## src/sv/allocation_bitmap_engine_defines.svh

```systemverilog
// ----------------------------------------------------------------------------
// Allocation bitmap engine assertion macros
// Concurrent check helpers, compiled out when NO_ASSERTIONS is defined.
// ----------------------------------------------------------------------------
`ifndef ALLOCATION_BITMAP_ENGINE_DEFINES_SVH
`define ALLOCATION_BITMAP_ENGINE_DEFINES_SVH

`ifndef NO_ASSERTIONS
`define ABE_ASSERT_IMPL(lbl, clk, rst, ante, cons) \
   lbl: assert property (@(posedge clk) disable iff (rst) (ante) |-> (cons)) \
      else $error("abe assertion failed");
`define ABE_ASSERT_NEXT(lbl, clk, rst, ante, cons) \
   lbl: assert property (@(posedge clk) disable iff (rst) (ante) |=> (cons)) \
      else $error("abe assertion failed");
`else
`define ABE_ASSERT_IMPL(lbl, clk, rst, ante, cons)
`define ABE_ASSERT_NEXT(lbl, clk, rst, ante, cons)
`endif

`endif

```

## src/sv/abe_pkg.sv

```systemverilog
// ----------------------------------------------------------------------------
// abe_pkg
// Shared constants, types and helper functions of the allocation bitmap engine.
// ----------------------------------------------------------------------------
package abe_pkg;

   localparam int WORD_BITS  = 64;
   localparam int NUM_WORDS  = 64;

   localparam int CMD_W      = 2;
   localparam int START_W    = 12;
   localparam int END_W      = 13;
   localparam int POS_W      = 12;

   localparam int OFF_W      = (WORD_BITS > 1) ? $clog2(WORD_BITS) : 1;
   localparam int HI_W       = OFF_W + 1;
   localparam int WIDX_W     = (NUM_WORDS > 1) ? $clog2(NUM_WORDS) : 1;
   localparam int WNUM_W     = END_W - OFF_W + 1;
   localparam int BPOS_W     = WNUM_W + OFF_W;
   localparam int TOTAL_BITS = WORD_BITS * NUM_WORDS;

   localparam int REQ_DATA_W = ((START_W + END_W + 1 + 7) / 8) * 8;
   localparam int RSP_DATA_W = ((POS_W + 3 + 7) / 8) * 8;

   typedef logic [WORD_BITS-1:0]  word_type;
   typedef logic [OFF_W-1:0]      off_type;
   typedef logic [HI_W-1:0]       hi_type;
   typedef logic [WNUM_W-1:0]     wnum_type;
   typedef logic [BPOS_W-1:0]     bpos_type;
   typedef logic [POS_W-1:0]      pos_type;
   typedef logic [START_W-1:0]    start_type;
   typedef logic [END_W-1:0]      end_type;
   typedef logic [RSP_DATA_W-1:0] rsp_data_type;

   typedef enum logic [CMD_W-1:0] {
      OP_FIND  = 2'd0,
      OP_SET   = 2'd1,
      OP_CLEAR = 2'd2,
      OP_READ  = 2'd3
   } op_type;

   typedef enum logic [1:0] {
      ST_IDLE,
      ST_LAUNCH,
      ST_SCAN,
      ST_REPLY
   } state_type;

   // controller -> datapath
   typedef struct packed {
      logic capture;
      logic launch;
      logic step;
      logic scan;
      logic write_en;
      logic load_rsp;
   } ctl_type;

   // datapath -> controller
   typedef struct packed {
      op_type op;
      logic   start_oob;
      logic   range_bad;
      logic   fill_empty;
      logic   hit;
      logic   more;
   } sts_type;

   localparam word_type WMASK = '1;

   // MSB-first offset of the first set bit; 0 when none (qualify with |x)
   function automatic off_type lead_index(input word_type x);
      off_type r;
      r = '0;
      for (int b = WORD_BITS - 1; b >= 0; b--) begin
         if (x[WORD_BITS-1-b]) begin
            r = off_type'(b);
         end
      end
      return r;
   endfunction

   // bits with MSB-first offsets in [lo, hi)
   function automatic word_type span_mask(input off_type lo, input hi_type hi);
      word_type a;
      word_type b;
      a = WMASK >> lo;
      b = (hi < hi_type'(WORD_BITS)) ? (WMASK >> hi) : '0;
      return a & ~b;
   endfunction

endpackage

```

## src/sv/abe_ctrl.sv

```systemverilog
// ----------------------------------------------------------------------------
// abe_ctrl
// Command sequencer and response valid flag of the allocation bitmap engine.
// ----------------------------------------------------------------------------
module abe_ctrl (
   input  logic             clock,
   input  logic             reset,
   input  logic             req_tvalid,
   output logic             req_tready,
   output logic             rsp_tvalid,
   input  logic             rsp_tready,
   input  abe_pkg::sts_type sts,
   output abe_pkg::ctl_type ctl
);

   abe_pkg::state_type state_ff, state_in;
   logic               rsp_valid_ff, rsp_valid_in;
   logic               fill_op;
   logic               skip;

   always_comb begin
      case (sts.op) inside
         abe_pkg::OP_SET, abe_pkg::OP_CLEAR: fill_op = 1'b1;
         default:                            fill_op = 1'b0;
      endcase
   end

   assign skip = fill_op ? (sts.range_bad | sts.fill_empty) : sts.start_oob;

   // outputs
   always_comb begin
      ctl        = '0;
      req_tready = 1'b0;
      case (state_ff)
         abe_pkg::ST_IDLE: begin
            req_tready  = 1'b1;
            ctl.capture = req_tvalid;
         end
         abe_pkg::ST_LAUNCH: begin
            ctl.launch = 1'b1;
            ctl.step   = ~skip;
         end
         abe_pkg::ST_SCAN: begin
            ctl.scan = 1'b1;
            case (sts.op)
               abe_pkg::OP_FIND: begin
                  ctl.step = ~sts.hit & sts.more;
               end
               abe_pkg::OP_SET, abe_pkg::OP_CLEAR: begin
                  ctl.write_en = 1'b1;
                  ctl.step     = sts.more;
               end
               default: begin
                  ctl.step = 1'b0;
               end
            endcase
         end
         abe_pkg::ST_REPLY: begin
            ctl.load_rsp = ~rsp_valid_ff | rsp_tready;
         end
         default: begin
            ctl = '0;
         end
      endcase
   end

   // next state
   always_comb begin
      state_in = state_ff;
      case (state_ff)
         abe_pkg::ST_IDLE: begin
            if (req_tvalid) state_in = abe_pkg::ST_LAUNCH;
         end
         abe_pkg::ST_LAUNCH: begin
            state_in = skip ? abe_pkg::ST_REPLY : abe_pkg::ST_SCAN;
         end
         abe_pkg::ST_SCAN: begin
            state_in = ctl.step ? abe_pkg::ST_SCAN : abe_pkg::ST_REPLY;
         end
         abe_pkg::ST_REPLY: begin
            if (ctl.load_rsp) state_in = abe_pkg::ST_IDLE;
         end
         default: begin
            state_in = abe_pkg::ST_IDLE;
         end
      endcase
   end

   assign rsp_valid_in = ctl.load_rsp | (rsp_valid_ff & ~rsp_tready);
   assign rsp_tvalid   = rsp_valid_ff;

   always_ff @(posedge clock) begin
      if (reset) begin
         state_ff     <= abe_pkg::ST_IDLE;
         rsp_valid_ff <= 1'b0;
      end else begin
         state_ff     <= state_in;
         rsp_valid_ff <= rsp_valid_in;
      end
   end

endmodule

```

## config.mk

```make
export PLATFORM = sky130hd
export DESIGN_NAME = abe_ctrl
export DESIGN_NICKNAME = d
export VERILOG_FILES = /design/src/sv/allocation_bitmap_engine_defines.svh /design/src/sv/abe_pkg.sv /design/src/sv/abe_ctrl.sv
export SDC_FILE = /design/constraint.sdc
export NUM_CORES = 1
export LEC_CHECK = 0
export ABC_CLOCK_PERIOD_IN_PS = 1900
export BUFFER_PORTS_ARGS = -buffer_cell sky130_fd_sc_hd__clkbuf_2
export CAP_MARGIN = 20
export CELL_PAD_IN_SITES_DETAIL_PLACEMENT = 0
export CELL_PAD_IN_SITES_GLOBAL_PLACEMENT = 1
export CORE_AREA = 2 2 39 41
export CTS_BUF_LIST = sky130_fd_sc_hd__clkbuf_2 sky130_fd_sc_hd__clkbuf_4 sky130_fd_sc_hd__clkbuf_8
export CTS_CLUSTER_SIZE = 40
export DETAILED_ROUTE_END_ITERATION = 7
export DIE_AREA = 0 0 41 43
export PLACE_DENSITY_LB_ADDON = 0.1
export RECOVER_POWER = 50
export SLEW_MARGIN = 20
export SYNTH_ARGS = -nofsm -noshare
export SYNTH_HDL_FRONTEND = slang
export SYNTH_SLANG_ARGS = --single-unit
```

## constraint.sdc

```tcl
create_clock -name clock -period 1.9 [get_ports clock]
set_clock_uncertainty 0.15 [all_clocks]
set_input_delay 0 -clock clock [delete_from_list [all_inputs] [get_ports clock]]
set_output_delay 0 -clock clock [all_outputs]
set_load 0.02 [all_outputs]
```

# [Word level (Yosys, flattened, before mapping)]
# Cells that the tools add are included.
[classes] n_eq_ne=7 n_mux=14 bitwise=9 n_reduce_logical=4
[op_table] operator="2-to-1 mux 1 bit" count=8
[op_table] operator="one-hot mux 2 bit (4 select lines)" count=1
[op_table] operator="equality test 2 bit, second input constant" count=3
[op_table] operator="2-to-1 mux 2 bit" count=3
[op_table] operator="equality test 2 x 1 -> 1 bit, second input constant" count=2
[op_table] operator="zero test 2 bit" count=2
[op_table] operator="!= test 2 bit, second input constant" count=2
[op_table] operator="NOT 1 bit" count=4
[op_table] operator="one-hot mux 1 bit (2 select lines)" count=2
[op_table] operator="OR 1 bit" count=3
[op_table] operator="bitwise AND 1 bit" count=2
[op_table] operator="AND reduction 2 bit" count=1
[op_table] operator="OR reduction 2 bit" count=1
[totals] ff_bits=3 inputBits=11 output_inout_bits=8 wordCells=36

# [Logic depth before layout (Yosys ltp)]
[logic_depth] depth_word=8 depth_mapped=6 depth_no_buf=6

# [Least setup slack after synthesis]
# No wires, ideal clock.
[synth_timing] kind="register to register" from="register state_ff[0]" to="register state_ff[1]" setup_ps=114 t_arrival_ps=1279 required_time_ps=1636 path_slack_ps=356 stages_incl_launch_ff=7 cell_sequence="dfxtp_1 > inv_1 > ha_1 > nor2b_1 > a21oi_1 > mux2i_1 > nor2_1"
[synth_between] elab_chain_len=4 word_cells_on_any_way=9 cone_classes="eq/ne: 5; mux: 2; reduce/logical: 2"
[synth_lines] item="start: declaration" line_no="abe_ctrl.sv:16" text="abe_pkg::state_type state_ff, state_in;"
[synth_lines] item="start signal: assignment" line_no="abe_ctrl.sv:94" text="state_ff <= abe_pkg::ST_IDLE;"
[synth_lines] item="start signal: assignment" line_no="abe_ctrl.sv:97" text="state_ff <= state_in;"
[synth_lines] item="equality test 2 bit" line_no="abe_ctrl.sv:34, abe_ctrl.sv:70"
[synth_lines] item="2-to-1 mux 1 bit" line_no="abe_ctrl.sv:34" text="case (state_ff)"
[synth_lines] item="!= test 2 bit (no line)"
[synth_lines] item="AND reduction 2 bit (no line)"
# Several ways; a longest one is shown, not always the timed one.
# A chain may end at the register's enable or synchronous reset.

==> impl_metrics.json <==
{
  "outcome": "complete, no violations",
  "cp-start-kind": "register",
  "max_freq_mhz": 592,
  "dieArea_mm2": 0.00176,
  "nNetsFinal": 78,
  "io_buffers": 18,
  "synth.yosys.seq_area_share_pct": 19.5,
  "period_needed_ns": 1.69,
  "r2r_cells": 6,
  "ant_nets": 0,
  "routed_wl_um": 680,
  "stdcell_area_um2": 463,
  "holdPathStages": 4,
  "cts_made_buffers": 3,
  "drt-initial-drc-count": 4,
  "drv_slew": 0,
  "htreeDepth": 1,
  "power.internal_uw": 336,
  "crit_arrival_ns": 1.54,
  "holdPathEnd": "state_ff[0]",
  "fin_tns_setup_ns": 0,
  "worstSetupEndpointType": "output pin",
  "finalCritPeriodShare_pct": 88.8,
  "syn_inst": 36,
  "gp_congestion": 0.621,
  "place_area_um2": 418,
  "layout_commonest_cell": "clkbuf_2",
  "max-vdd-ir-drop_uv": 499,
  "combinationalPowerShare_pct": 62.4,
  "drc": 0,
  "finalSetupViolCount": 0,
  "synth.avg_cell_area_um2": 8.55,
  "dp.cells": 70,
  "yosys_warnings": 0,
  "antenna_cells": 0,
  "die_w_um": 41,
  "cts_tree": "done",
  "ys_types": 17,
  "path_max_fanout": 4,
  "r2r-end": "state_ff[1]",
  "cts_buffer_depth": 2,
  "hp-start": "sts[0]",
  "io_pins": 19,
  "layout_common_cells": "14 x clkbuf_2, 6 x inv_1, 6 x nor2_1, 6 x ha_1",
  "reg2reg_from": "state_ff[0]",
  "routedWlPerCell_um": 8.95,
  "drive_above_1_share_pct": 40.0,
  "final_cells": 76,
  "core-area_mm2": 0.00138,
  "worstPathRequired_ns": 1.75,
  "grt_max_degree": 5,
  "cp-startpoint": "state_ff[0]",
  "grt_first_pass_wirelength_um": 1010,
  "path_class": "register to output pin",
  "switching_share_pct": 46.9,
  "dr.pass1.iters": 2,
  "cts_resized": 0,
  "power_uw": 633,
  "viasPerCell": 4.17,
  "fin_util_pct": 33.5,
  "clkLatencyLatePin_ns": 0.23,
  "p_per_area_mw_per_mm2": 1370,
  "die_h_um": 43,
  "worstHoldPathType": "input port to register",
  "rrSetupSlack_ns": 0.36,
  "vias": 317,
  "synth_largest_area_cell": "ha_1",
  "relSlewSlack_pct": 83.4,
  "yosys.area.top_type_share_pct": 24.4,
  "seqPwrFrac_pct": 17.9,
  "clkTransAtPathRegs_ns": 0.04,
  "syn_area_um2": 308,
  "rsz0062_at_grt": "no",
  "rows": 14,
  "synth.area.top_cells": "ha_1 24%, dfxtp_1 20%, inv_1 7.3%",
  "clkPwrFrac_pct": 19.7,
  "clock-root-buffer": "clkbuf_4",
  "syn_nets": 53,
  "hold_violations": 0,
  "cts.sinks": 3,
  "worstMarginPinSlew_ns": 0.250,
  "floorplan.initialDensity_pct": 22.2,
  "overflow": 0,
  "synth-seq-cells": 3,
  "antenna_found_initial": 0,
  "syn2layout_area_growth_pct": 50.4,
  "p_sw_uw": 297,
  "maxCapViolCount": 0,
  "grt_pass1_vias": 272,
  "p_leak_nw": 0.231,
  "grt_usage_pct": 8.32
}
[synthesized netlist by cell type]
| cell | number |
|---|---|
| o2111ai_2 | 1 |
| nand3_1 | 1 |
| and2_1 | 1 |
| a21oi_1 | 1 |
| a21oi_2 | 1 |
| a221oi_2 | 1 |
| dfxtp_1 | 3 |
| nor2b_1 | 3 |
| inv_1 | 6 |
| nor2b_4 | 1 |
| ha_1 | 6 |
| mux2i_1 | 1 |
| and2_2 | 1 |
| a211oi_2 | 1 |
| nor2_1 | 6 |
| nand2_1 | 1 |
| o22ai_1 | 1 |
[how the worst max path moves through the flow]
stage / slack [ns] / depth (start not counted) / to
after floorplan: 0.36 / 6 / state_ff[1]
after global placement: 0.35 / 6 / state_ff[1]
after detailed placement: 0.35 / 6 / state_ff[1]
after CTS: 0.18 / 5 / ctl[3]
after global routing: 0.1 / 5 / ctl[3]
final: 0.21 / 5 / ctl[3]
[worst max-delay path: stages, from the launching register on]
cell       delay [ns]
dfxtp_1          0.38
inv_1            0.08
ha_1             0.35
o2111ai_2        0.14
o22ai_1          0.16
clkbuf_2         0.19
[timing repair]
action	in CTS	in global routing
hold buffers	2	0
buffers inserted	0	0
hold endpoints to repair	3	0
[per-stage QoR]
stage	setup WS (ns)	hold slack, ns
after global placement	0.353	0.0621
final	0.212	0.0246
after floorplan	0.356	-0.0854
after detailed placement	0.353	0.0633
after CTS	0.177	0.0367
after global routing	0.0990	0.0559
[sequential cells by signal (all words and copies together) (netlist names)]
name        cells
state_ff        2
rsp_tvalid      1
[final cells by class]
cell class / instances / area [µm²]
fillers: 153 / 921
multi-input cells: 27 / 225
repair buffers: 20 / 105
flip-flops and latches: 3 / 60.1
clock buffers: 4 / 30.0
inverters: 6 / 22.5
well taps: 16 / 20.0
[cells by family after synthesis]
group           Yosys count  synth area share (%)
compound gates            6                  20.3
fa+ha+maj                 6                  24.4
buf+inv                   6                  7.32
flops                     3                  19.5
mux                       1                  3.25
simple gates             14                  25.2
[power groups by stage]
stage / Combinational [mW] / Sequential [mW] / Clock, mW
after floorplan: 0.302 / 0.111 / 0
after global placement: 0.410 / 0.116 / 0
after detailed placement: 0.409 / 0.115 / 0
after CTS: 0.413 / 0.114 / 0.131
after global routing: 0.438 / 0.118 / 0.135
final: 0.395 / 0.113 / 0.125
[per-layer routing]
layer | up-vias | part of all wire, % | global-route usage (%)
met5 | - | 0 | 0
met4 | 0 | 0 | 2.00
met3 | 0 | 10 | 4.71
met2 | 15 | 46 | 12.8
met1 | 135 | 44 | 9.58
li1 | 167 | - | -
No activity file was read; power rests on OpenSTA's default activity.
